--- src/hw/rtl/lbc_pkg.sv ---
// ----------------------------------------------------------------------------
// lbc_pkg
// Shared types and constants of the LED blink controller: command kinds,
// blink modes, field widths and the word passed from timing to LED bank.
// ----------------------------------------------------------------------------
package lbc_pkg;

    localparam int KIND_W   = 2;
    localparam int LED_W    = 2;
    localparam int COUNT_W  = 7;
    localparam int DUTY_W   = 7;
    localparam int PERIOD_W = 16;
    localparam int STEP_W   = 8;
    localparam int TOGGLE_W = 8;
    localparam int PINS_W   = 4;

    localparam int PRODUCT_W = PERIOD_W + DUTY_W;

    // duty is a percentage, anything above full scale is clipped
    localparam logic [DUTY_W-1:0] DUTY_FULL = 7'd100;

    // divide by 100 as multiply by ceil(2^30/100), exact for all products
    localparam int RECIP_W     = 24;
    localparam int RECIP_SHIFT = 30;
    localparam logic [RECIP_W-1:0] RECIP_100 = 24'd10737419;

    localparam logic [STEP_W-1:0] TICK_STEP_RESET = 8'd10;

    typedef enum logic [KIND_W-1:0] {
        KIND_TICK  = 2'd0,
        KIND_START = 2'd1,
        KIND_ON    = 2'd2,
        KIND_OFF   = 2'd3
    } kind_t;

    typedef enum logic [2:0] {
        MODE_IDLE      = 3'b001,
        MODE_LIMITED   = 3'b010,
        MODE_UNLIMITED = 3'b100
    } mode_t;

    typedef struct packed {
        kind_t               kind;
        logic [LED_W-1:0]    led;
        logic [COUNT_W-1:0]  count;
        logic [PERIOD_W-1:0] on_time;
        logic [PERIOD_W-1:0] off_time;
    } update_t;

endpackage

--- src/hw/rtl/lbc_cmd_if.sv ---
// ----------------------------------------------------------------------------
// lbc_cmd_if
// Command channel: tick, start blink, force on and force off words.
// ----------------------------------------------------------------------------
interface lbc_cmd_if;

    logic                          valid;
    logic                          ready;
    logic [lbc_pkg::KIND_W-1:0]    kind;
    logic [lbc_pkg::LED_W-1:0]     led;
    logic [lbc_pkg::COUNT_W-1:0]   blinks;
    logic [lbc_pkg::DUTY_W-1:0]    duty_percent;
    logic [lbc_pkg::PERIOD_W-1:0]  period_ms;

    modport source (
        output valid, kind, led, blinks, duty_percent, period_ms,
        input  ready
    );

    modport sink (
        input  valid, kind, led, blinks, duty_percent, period_ms,
        output ready
    );

endinterface

--- src/hw/rtl/lbc_res_if.sv ---
// ----------------------------------------------------------------------------
// lbc_res_if
// Result channel: LED drive levels and blinking mask after each command.
// ----------------------------------------------------------------------------
interface lbc_res_if;

    logic                        valid;
    logic                        ready;
    logic [lbc_pkg::PINS_W-1:0]  led_pins;
    logic [lbc_pkg::PINS_W-1:0]  active_mask;

    modport source (
        output valid, led_pins, active_mask,
        input  ready
    );

    modport sink (
        input  valid, led_pins, active_mask,
        output ready
    );

endinterface

--- src/hw/rtl/lbc_timing.sv ---
// ----------------------------------------------------------------------------
// lbc_timing
// Input register and on/off time computation: period * duty in one stage,
// divide by 100 through a reciprocal multiply in the next.
// ----------------------------------------------------------------------------
module lbc_timing (
    input  logic             clk,
    input  logic             rst_n,
    lbc_cmd_if.sink          cmd,
    output logic             upd_valid,
    input  logic             upd_ready,
    output lbc_pkg::update_t upd_word
);

    localparam int SCALED_W = lbc_pkg::PRODUCT_W + lbc_pkg::RECIP_W;

    // stage 1: input register
    logic                           s1_valid_reg;
    logic                           s1_valid_next;
    logic [lbc_pkg::KIND_W-1:0]     s1_kind_reg;
    logic [lbc_pkg::LED_W-1:0]      s1_led_reg;
    logic [lbc_pkg::COUNT_W-1:0]    s1_count_reg;
    logic [lbc_pkg::DUTY_W-1:0]     s1_duty_reg;
    logic [lbc_pkg::PERIOD_W-1:0]   s1_period_reg;

    // stage 2: product register
    logic                           s2_valid_reg;
    logic                           s2_valid_next;
    logic [lbc_pkg::KIND_W-1:0]     s2_kind_reg;
    logic [lbc_pkg::LED_W-1:0]      s2_led_reg;
    logic [lbc_pkg::COUNT_W-1:0]    s2_count_reg;
    logic [lbc_pkg::PERIOD_W-1:0]   s2_period_reg;
    logic [lbc_pkg::PRODUCT_W-1:0]  s2_product_reg;
    logic [lbc_pkg::PRODUCT_W-1:0]  s2_product_next;

    // stage 3: timing word register
    logic                           s3_valid_reg;
    logic                           s3_valid_next;
    lbc_pkg::update_t               s3_word_reg;
    lbc_pkg::update_t               s3_word_next;

    logic                           s1_ready;
    logic                           s2_ready;
    logic                           s3_ready;
    logic                           s1_load;
    logic                           s2_load;
    logic                           s3_load;
    logic [lbc_pkg::DUTY_W-1:0]     duty_clip;
    logic [SCALED_W-1:0]            scaled;
    logic [lbc_pkg::PERIOD_W-1:0]   on_time;

    assign s3_ready = !s3_valid_reg || upd_ready;
    assign s2_ready = !s2_valid_reg || s3_ready;
    assign s1_ready = !s1_valid_reg || s2_ready;

    assign cmd.ready = s1_ready;
    assign s1_load   = cmd.valid && s1_ready;
    assign s2_load   = s1_valid_reg && s2_ready;
    assign s3_load   = s2_valid_reg && s3_ready;

    assign s1_valid_next = s1_load || (s1_valid_reg && !s2_ready);
    assign s2_valid_next = s2_load || (s2_valid_reg && !s3_ready);
    assign s3_valid_next = s3_load || (s3_valid_reg && !upd_ready);

    always_comb
    begin
        duty_clip = (s1_duty_reg > lbc_pkg::DUTY_FULL) ? lbc_pkg::DUTY_FULL : s1_duty_reg;
        s2_product_next = lbc_pkg::PRODUCT_W'(s1_period_reg)
                        * lbc_pkg::PRODUCT_W'(duty_clip);
    end

    always_comb
    begin
        scaled  = SCALED_W'(s2_product_reg) * SCALED_W'(lbc_pkg::RECIP_100);
        on_time = scaled[lbc_pkg::RECIP_SHIFT +: lbc_pkg::PERIOD_W];
        s3_word_next.kind     = lbc_pkg::kind_t'(s2_kind_reg);
        s3_word_next.led      = s2_led_reg;
        s3_word_next.count    = s2_count_reg;
        s3_word_next.on_time  = on_time;
        s3_word_next.off_time = s2_period_reg - on_time;
    end

    always_ff @(posedge clk or negedge rst_n)
    begin
        if (!rst_n)
        begin
            s1_valid_reg <= 1'b0;
            s2_valid_reg <= 1'b0;
            s3_valid_reg <= 1'b0;
        end
        else
        begin
            s1_valid_reg <= s1_valid_next;
            s2_valid_reg <= s2_valid_next;
            s3_valid_reg <= s3_valid_next;
        end
    end

    always_ff @(posedge clk)
    begin
        if (s1_load)
        begin
            s1_kind_reg   <= cmd.kind;
            s1_led_reg    <= cmd.led;
            s1_count_reg  <= cmd.blinks;
            s1_duty_reg   <= cmd.duty_percent;
            s1_period_reg <= cmd.period_ms;
        end
        if (s2_load)
        begin
            s2_kind_reg    <= s1_kind_reg;
            s2_led_reg     <= s1_led_reg;
            s2_count_reg   <= s1_count_reg;
            s2_period_reg  <= s1_period_reg;
            s2_product_reg <= s2_product_next;
        end
        if (s3_load)
        begin
            s3_word_reg <= s3_word_next;
        end
    end

    assign upd_valid = s3_valid_reg;
    assign upd_word  = s3_word_reg;

endmodule

--- src/hw/rtl/lbc_led_bank.sv ---
// ----------------------------------------------------------------------------
// lbc_led_bank
// Per-LED blink state, the tick step register and the result register.
// A tick word updates every LED in the cycle it is accepted, others one LED.
// ----------------------------------------------------------------------------
module lbc_led_bank #(
    parameter int LED_COUNT = 4
) (
    input  logic                        clk,
    input  logic                        rst_n,
    input  logic                        cfg_wr_en,
    input  logic [lbc_pkg::STEP_W-1:0]  cfg_wr_data,
    input  logic                        upd_valid,
    output logic                        upd_ready,
    input  lbc_pkg::update_t            upd_word,
    lbc_res_if.source                   res
);

    localparam int SHOWN = (LED_COUNT < lbc_pkg::PINS_W) ? LED_COUNT : lbc_pkg::PINS_W;

    logic [lbc_pkg::STEP_W-1:0]    tick_step_reg;

    lbc_pkg::mode_t                mode_reg     [LED_COUNT];
    lbc_pkg::mode_t                mode_next    [LED_COUNT];
    logic                          level_reg    [LED_COUNT];
    logic                          level_next   [LED_COUNT];
    logic                          status_reg   [LED_COUNT];
    logic                          status_next  [LED_COUNT];
    logic [lbc_pkg::TOGGLE_W-1:0]  toggles_reg  [LED_COUNT];
    logic [lbc_pkg::TOGGLE_W-1:0]  toggles_next [LED_COUNT];
    logic [lbc_pkg::PERIOD_W-1:0]  time_reg     [LED_COUNT];
    logic [lbc_pkg::PERIOD_W-1:0]  time_next    [LED_COUNT];
    logic [lbc_pkg::PERIOD_W-1:0]  on_reg       [LED_COUNT];
    logic [lbc_pkg::PERIOD_W-1:0]  on_next      [LED_COUNT];
    logic [lbc_pkg::PERIOD_W-1:0]  off_reg      [LED_COUNT];
    logic [lbc_pkg::PERIOD_W-1:0]  off_next     [LED_COUNT];

    logic                          res_valid_reg;
    logic                          res_valid_next;
    logic [lbc_pkg::PINS_W-1:0]    pins_reg;
    logic [lbc_pkg::PINS_W-1:0]    pins_next;
    logic [lbc_pkg::PINS_W-1:0]    active_reg;
    logic [lbc_pkg::PINS_W-1:0]    active_next;

    logic                          fire;
    logic [lbc_pkg::PERIOD_W-1:0]  step_wide;

    assign upd_ready      = !res_valid_reg || res.ready;
    assign fire           = upd_valid && upd_ready;
    assign res_valid_next = fire || (res_valid_reg && !res.ready);
    assign step_wide      = lbc_pkg::PERIOD_W'(tick_step_reg);

    always_comb
    begin
        logic advance;
        logic hit;
        advance = 1'b0;
        hit     = 1'b0;
        for (int i = 0; i < LED_COUNT; i++)
        begin
            mode_next[i]    = mode_reg[i];
            level_next[i]   = level_reg[i];
            status_next[i]  = status_reg[i];
            toggles_next[i] = toggles_reg[i];
            time_next[i]    = time_reg[i];
            on_next[i]      = on_reg[i];
            off_next[i]     = off_reg[i];
            advance         = 1'b0;
            hit             = (int'(upd_word.led) == i);

            if (fire)
            begin
                case (upd_word.kind)
                    lbc_pkg::KIND_TICK:
                    begin
                        case (mode_reg[i])
                            lbc_pkg::MODE_LIMITED:
                            begin
                                if (toggles_reg[i] != '0)
                                begin
                                    advance = 1'b1;
                                end
                                else
                                begin
                                    // budget spent: force off and stop
                                    level_next[i]  = 1'b0;
                                    status_next[i] = 1'b0;
                                    mode_next[i]   = lbc_pkg::MODE_IDLE;
                                end
                            end
                            lbc_pkg::MODE_UNLIMITED:
                            begin
                                advance = 1'b1;
                            end
                            default:
                            begin
                                advance = 1'b0;
                            end
                        endcase

                        if (advance)
                        begin
                            if (time_reg[i] != '0)
                            begin
                                time_next[i] = (time_reg[i] >= step_wide) ?
                                               time_reg[i] - step_wide : '0;
                            end
                            else
                            begin
                                // toggle direction follows recorded status
                                if (status_reg[i])
                                begin
                                    time_next[i]   = off_reg[i];
                                    level_next[i]  = 1'b0;
                                    status_next[i] = 1'b0;
                                end
                                else
                                begin
                                    time_next[i]   = on_reg[i];
                                    level_next[i]  = 1'b1;
                                    status_next[i] = 1'b1;
                                end
                                if (mode_reg[i] == lbc_pkg::MODE_LIMITED)
                                begin
                                    toggles_next[i] = toggles_reg[i]
                                                    - lbc_pkg::TOGGLE_W'(1);
                                end
                            end
                        end
                    end
                    lbc_pkg::KIND_START:
                    begin
                        if (hit)
                        begin
                            toggles_next[i] = {upd_word.count, 1'b0};
                            on_next[i]      = upd_word.on_time;
                            off_next[i]     = upd_word.off_time;
                            mode_next[i]    = (upd_word.count == '0) ?
                                              lbc_pkg::MODE_UNLIMITED :
                                              lbc_pkg::MODE_LIMITED;
                        end
                    end
                    lbc_pkg::KIND_ON:
                    begin
                        if (hit)
                        begin
                            level_next[i]  = 1'b1;
                            status_next[i] = 1'b1;
                        end
                    end
                    default:
                    begin
                        if (hit)
                        begin
                            level_next[i]  = 1'b0;
                            status_next[i] = 1'b0;
                        end
                    end
                endcase
            end
        end
    end

    always_comb
    begin
        pins_next   = '0;
        active_next = '0;
        for (int b = 0; b < SHOWN; b++)
        begin
            pins_next[b]   = level_next[b];
            active_next[b] = (mode_next[b] != lbc_pkg::MODE_IDLE);
        end
    end

    always_ff @(posedge clk or negedge rst_n)
    begin
        if (!rst_n)
        begin
            tick_step_reg <= lbc_pkg::TICK_STEP_RESET;
            res_valid_reg <= 1'b0;
            for (int i = 0; i < LED_COUNT; i++)
            begin
                mode_reg[i]    <= lbc_pkg::MODE_IDLE;
                level_reg[i]   <= 1'b1;
                status_reg[i]  <= 1'b0;
                toggles_reg[i] <= '0;
                time_reg[i]    <= '0;
                on_reg[i]      <= '0;
                off_reg[i]     <= '0;
            end
        end
        else
        begin
            if (cfg_wr_en)
            begin
                tick_step_reg <= cfg_wr_data;
            end
            res_valid_reg <= res_valid_next;
            for (int i = 0; i < LED_COUNT; i++)
            begin
                mode_reg[i]    <= mode_next[i];
                level_reg[i]   <= level_next[i];
                status_reg[i]  <= status_next[i];
                toggles_reg[i] <= toggles_next[i];
                time_reg[i]    <= time_next[i];
                on_reg[i]      <= on_next[i];
                off_reg[i]     <= off_next[i];
            end
        end
    end

    always_ff @(posedge clk)
    begin
        if (fire)
        begin
            pins_reg   <= pins_next;
            active_reg <= active_next;
        end
    end

    assign res.valid       = res_valid_reg;
    assign res.led_pins    = pins_reg;
    assign res.active_mask = active_reg;

endmodule

--- src/hw/rtl/led_blink_controller.sv ---
// a word passes the input, product, timing word and result registers in order
// throughput: one word per cycle while results are taken; all LED timers
// update in the same cycle; on/off split: one multiply, one reciprocal stage
// reset: every LED idle, driven on and recorded as off, timers cleared,
// tick_step 10, no words in flight
// ----------------------------------------------------------------------------
// led_blink_controller
// Multi-LED blink controller: timing pipeline feeding a per-LED state bank.
// ----------------------------------------------------------------------------
module led_blink_controller #(
    parameter int LED_COUNT = 4
) (
    input  logic                        clk,
    input  logic                        rst_n,
    input  logic                        cfg_wr_en,
    input  logic [lbc_pkg::STEP_W-1:0]  cfg_wr_data,
    lbc_cmd_if.sink                     cmd,
    lbc_res_if.source                   res
);

    logic              upd_valid;
    logic              upd_ready;
    lbc_pkg::update_t  upd_word;

    lbc_timing u_timing (
        .clk       (clk),
        .rst_n     (rst_n),
        .cmd       (cmd),
        .upd_valid (upd_valid),
        .upd_ready (upd_ready),
        .upd_word  (upd_word)
    );

    lbc_led_bank #(
        .LED_COUNT (LED_COUNT)
    ) u_led_bank (
        .clk         (clk),
        .rst_n       (rst_n),
        .cfg_wr_en   (cfg_wr_en),
        .cfg_wr_data (cfg_wr_data),
        .upd_valid   (upd_valid),
        .upd_ready   (upd_ready),
        .upd_word    (upd_word),
        .res         (res)
    );

endmodule
--- src/flat_wrapper.sv ---
// flat-port wrapper written by rule: the top's interface ports become plain ports
module led_blink_controller_flat 
#(
    parameter int LED_COUNT = 4
)
  (clk, rst_n, cfg_wr_en, cfg_wr_data, cmd_valid, cmd_kind, cmd_led, cmd_blinks, cmd_duty_percent, cmd_period_ms, cmd_ready, res_valid, res_led_pins, res_active_mask, res_ready);
  lbc_cmd_if cmd_i ();
  lbc_res_if res_i ();
  input  logic clk;
  input  logic rst_n;
  input  logic cfg_wr_en;
  input  logic [lbc_pkg::STEP_W-1:0] cfg_wr_data;
  input wire logic [$bits(cmd_i.valid)-1:0] cmd_valid;
  input wire logic [$bits(cmd_i.kind)-1:0] cmd_kind;
  input wire logic [$bits(cmd_i.led)-1:0] cmd_led;
  input wire logic [$bits(cmd_i.blinks)-1:0] cmd_blinks;
  input wire logic [$bits(cmd_i.duty_percent)-1:0] cmd_duty_percent;
  input wire logic [$bits(cmd_i.period_ms)-1:0] cmd_period_ms;
  output wire logic [$bits(cmd_i.ready)-1:0] cmd_ready;
  output wire logic [$bits(res_i.valid)-1:0] res_valid;
  output wire logic [$bits(res_i.led_pins)-1:0] res_led_pins;
  output wire logic [$bits(res_i.active_mask)-1:0] res_active_mask;
  input wire logic [$bits(res_i.ready)-1:0] res_ready;
  assign cmd_i.valid = cmd_valid;
  assign cmd_i.kind = cmd_kind;
  assign cmd_i.led = cmd_led;
  assign cmd_i.blinks = cmd_blinks;
  assign cmd_i.duty_percent = cmd_duty_percent;
  assign cmd_i.period_ms = cmd_period_ms;
  assign cmd_ready = cmd_i.ready;
  assign res_valid = res_i.valid;
  assign res_led_pins = res_i.led_pins;
  assign res_active_mask = res_i.active_mask;
  assign res_i.ready = res_ready;
  led_blink_controller #(.LED_COUNT(LED_COUNT)) u_core (.clk(clk), .rst_n(rst_n), .cfg_wr_en(cfg_wr_en), .cfg_wr_data(cfg_wr_data), .cmd(cmd_i), .res(res_i));
endmodule
--- config.mk ---
export PLATFORM = sky130hd
export DESIGN_NAME = led_blink_controller_flat
export DESIGN_NICKNAME = d
export VERILOG_FILES = /design/src/hw/rtl/lbc_pkg.sv /design/src/hw/rtl/lbc_cmd_if.sv /design/src/hw/rtl/lbc_res_if.sv /design/src/hw/rtl/lbc_timing.sv /design/src/hw/rtl/lbc_led_bank.sv /design/src/hw/rtl/led_blink_controller.sv /design/src/flat_wrapper.sv
export SDC_FILE = /design/constraint.sdc
export NUM_CORES = 2
export LEC_CHECK = 0
export BUFFER_PORTS_ARGS = -buffer_cell sky130_fd_sc_hd__clkbuf_2
export CORE_UTILIZATION = 50
export DETAILED_ROUTE_END_ITERATION = 6
export PLACE_DENSITY = 0.66
export RECOVER_POWER = 25
export SLEW_MARGIN = 20
export SYNTH_ARGS = -nofsm -noshare
export SYNTH_HDL_FRONTEND = slang
export SYNTH_SLANG_ARGS = --single-unit
--- constraint.sdc ---
create_clock -name clk -period 11.65 [get_ports clk]
set_input_delay 1.165 -clock clk [delete_from_list [all_inputs] [get_ports clk]]
set_output_delay 1.165 -clock clk [all_outputs]
set_load 0.05 [all_outputs]
Yosys cells after proc, flatten, opt, wreduce, memory -nomap -nowiden
Index checks and enable logic that the tools add are counted.

operators by class
  div/mod/pow operators = 0
  multiplexer cells = 134
  multiply operators = 2
  shift operators = 0
  add/subtract/negate cells = 9
  equal/unequal tests = 37
  reduce and logical (&&, ||, !) cells = 56
  magnitude comparators = 5
  bitwise operators = 1

operator list
  operator                number
  $mux 16                 12
  $mux 8                  16
  $mux 1                  68
  $ge 16x8->1             4
  $pmux 8 s2              4
  $reduce_bool 16->1      4
  $sub 16x8->16           4
  $mux 3                  17
  $mul 23x24->46 const B  1
  $ne 2x2->1 const B      20
  $reduce_bool 8->1       4
  $sub 8x1->8 const B     4
  $pmux 1 s3              8
  $pmux 3 s2              4
  $reduce_and 3->1        8
  $reduce_and 6->1        4
  $mul 16x7->23           1
  $reduce_and 4->1        4
  $sub 16x16->16          1
  $eq 3x2->1 const B      4
  $eq 3x3->1 const B      4
  $ne 3x1->1 const B      4
  $reduce_bool 2->1       5
  $logic_and 1x1->1       8
  other kinds (10)        31

word-level totals
  register bits after elaboration = 391
  memories kept = 0
  memory bits (writable) = 0
  memory bits (read-only) = 0
  output and inout port bits = 10
  logic and storage cells = 294
  bits in latches = 0
  bits of input ports = 47

Logic depth before layout (Yosys ltp)
  word-level depth = 8
  gate-level depth with buffers = 34
  gate-level depth less buffers = 34

Cells and area by module
Synthesis repeated with hierarchy kept, for this count alone.

second synthesis, totals
  cell total of the unflattened synthesis = 3035
  area, all modules = 31496.5 sq um

modules (own cells, without submodules)
  module        instances  cells an instance  seq. area each (sq um)  area each (sq um)
  lbc_timing    1          1533               3888.7                  16988.8
  lbc_led_bank  1          1502               6583.8                  14507.7

Least setup slack after synthesis
Ideal clock, no wire load.

  kind = register -> register
  from = reg u_core.u_timing.s2_product_reg[6] (netlist bit)
  to = reg u_core.u_timing.s3_word_reg (netlist bit u_core.u_timing.upd_word[14]), data pin
  buffers on the path = 0
  stages on the path, launching flop included = 32
  period minus slack after synthesis = 8243 ps
  arrival time = 7986 ps
  setup slack = 3407 ps
  required time = 11392 ps
  cells stage by stage = edfxtp_1 fa_1 fa_1 inv_1 fa_1 fa_1 inv_1 fa_1 fa_1 inv_1 fa_1 inv_1 ha_1 nand3_2 nor4_2 a31oi_2 a211o_1 nand2_1 xor2_1 ha_1 fa_1 nor2b_1 o21ai_0 a21boi_0 or3_1 o31ai_1 maj3_2 o211ai_1 o2111a_2 nor2_2 o32a_1 xnor2_1

RTL lines
  element                   RTL line           RTL
  start: declaration        lbc_timing.sv:33   logic [lbc_pkg::PRODUCT_W-1:0] s2_product_reg;
  start signal: assignment  lbc_timing.sv:115  s2_product_reg <= s2_product_next;
  end signal: assignment    lbc_timing.sv:119  s3_word_reg <= s3_word_next;
  end: declaration          lbc_timing.sv:39   lbc_pkg::update_t s3_word_reg;

==> results_dict.tcl <==
set metrics [dict create \
    synthFlopType "dfrtp_1" \
    hold_viol_final 0 \
    final_nets 3587 \
    cts_root_buffer "clkbuf_16" \
    die_h_um 252 \
    grt_max_degree 116 \
    via_count 21400 \
    ys_async_sr_fraction_pct 65.5 \
    via_per_inst 5.61 \
    clk_pin_slew_ps 70 \
    synth_top_area_cell "dfrtp_1" \
    synthTopCellsByArea "dfrtp_1 20%, fa_1 17%, ha_1 13%, edfxtp_1 13%, inv_1 5.1%" \
    core_area_mm2 0.0618 \
    ys_warn_count 0 \
    timing.slew.headroom_pct -333 \
    failed_checks "max-capacitance violations, max-slew violations" \
    clock_latency_ps 600 \
    fin_crit_ps 8950 \
    syn_nets 3545 \
    crit_end "u_core.u_timing.upd_word[14]" \
    startpoint "u_core.u_timing.s2_product_reg[3]" \
    drt-initial-drc-count 1403 \
    status "complete, but fails checks" \
    reg2reg_to "u_core.u_timing.upd_word[14]" \
    fmax_mhz 112 \
    tightest_slew_ps 6500 \
    cts_sinks 391 \
    antenna_found_initial 0 \
    hold_start "u_core.u_timing.s1_count_reg[4]" \
    synth.distinct_cells 96 \
    slew_violations 116 \
    path_buf_inv 4 \
    synthDominantCellAreaShare_pct 19.7 \
    rows 91 \
    crit_family "adder cells" \
    r2r_setup_slack_ps 2700 \
    route.detailed.drc 0 \
    ant_nets 0 \
    r2r_cells 31 \
    die_w_um 252 \
    worstPathMaxFanout 8 \
    post_cts_buffers 0 \
    dieArea_mm2 0.0636 \
    cts_tree "done" \
    avgSynthCellArea_um2 10.8 \
    area_growth_pct 8.75 \
    initial_core_util_pct 50.6 \
    hold_buffers 0 \
    hp-class "reg -> reg" \
    ys_ff_latch 391 \
    cts_max_path_buffers 3 \
    post_cts_resized 0 \
    synth_edf_count 135 \
    synth_area_mm2 0.0313 \
    maxCapViolations 1 \
    period_share_pct 76.9 \
    crit_path_top_delay_cell "fa_1" \
    tns_ps 0 \
    clock_tree.htree_level_count 2 \
    io_pins 57 \
    synth-seq-area-share_pct 33.4 \
    synth_common_cells "427 x inv_1, 326 x ha_1, 267 x fa_1" \
    wl_um 78000 \
    grt_pass1_wl_um 123000 \
    critPathRequiredTime_ps 11990 \
    routedWlPerCell_um 20.4 \
    cp.depth 31 \
    endpoint_kind "flip-flop" \
    netlist_instances 2905 \
    drive_gt1_share_pct 11.5 \
    start_kind "flip-flop" \
    crit_path_frequent_cell "fa_1" \
    io_buffers 56 \
    dpl.hpwl_um 61600 \
    crit_arrival_ps 9290 \
    path_class "reg -> reg" \
    r2r-start "u_core.u_timing.s2_product_reg[3]" \
    rsz0062_at_grt "no" \
    finClkSkew_ps 39.6 \
    max_stage_delay_ps 590 \
    grt_pass1_vias 22300 \
    overflow 0 \
    synth.most_common_cell "inv_1" \
    groute.usage.overall_pct 25.0 \
    setup_viol 0 \
    globalplace.congestion 0.974 \
    numCtsBuffers 45 \
    firstDrtPassIters 5 \
]
-- worst min-delay path by stage --
stage                     slack, ps                         endpoint  cells after the start
after floorplan                 400  u_core.u_timing.s2_count_reg[0]                      0
after global placement          410  u_core.u_timing.s2_count_reg[3]                      0
after detailed placement        400  u_core.u_timing.s2_count_reg[2]                      0
after CTS                       420  u_core.u_timing.s2_count_reg[4]                      0
after global routing            420  u_core.u_timing.s2_count_reg[4]                      0
final                           410  u_core.u_timing.s2_count_reg[4]                      0
-- cell type report --
class | instances | area [µm²]
clock inverter | 25 | 277
antenna | 3 | 7.51
clock buffer | 58 | 1260
fill | 5351 | 27800
sequential | 391 | 10500
tap | 837 | 1050
multi-input combinational | 2006 | 19000
inverter | 428 | 1610
timing repair buffer | 75 | 420
-- cells in the final DEF, fill, tap and decap left out, drive strengths merged, types with 44 or more instances in the layout --
cell type,netlist,layout
mux2,134,134
clkbuf,73,114
xnor2,60,60
ha,326,326
inv,427,427
nand2,186,186
nor2,123,123
mux2i,66,66
o21ai,147,147
fa,267,267
a21oi,109,109
dfrtp,246,246
edfxtp,135,135
nor3,44,44
-- metal layers --
metal	track usage, %	up-vias	share of wire, %
met5	0	-	0
met1	32.7	10800	44
met3	3.06	116	4.0
li1	-	10100	-
met2	43.0	474	49
met4	7.93	0	2.9
-- logic make-up after synthesis --
| group | Yosys count | synth area share [%] |
|---|---|---|
| xor+xnor | 77 | 2.18 |
| fa+ha+maj | 595 | 30.2 |
| mux | 200 | 6.93 |
| buf+inv | 508 | 6.11 |
| flops | 391 | 33.4 |
| simple gates | 592 | 9.42 |
| compound gates | 542 | 11.7 |
-- through the flow --
step,setup slack [ps],std cells,utilization (%),hold WS (ps),instance area (µm²)
2_1_floorplan,3410,2905,-,400,31300
5_1_grt,2230,3820,55.1,422,34000
3_3_place_gp,2980,3737,52.6,406,32500
6_report,2700,3823,55.1,414,34000
4_1_cts,2730,3820,55.1,416,34100
3_5_place_dp,2750,3737,52.6,405,32500
Power is not shown: default switching activity piles up to over one toggle a cycle in this logic, so the estimate is an artifact.
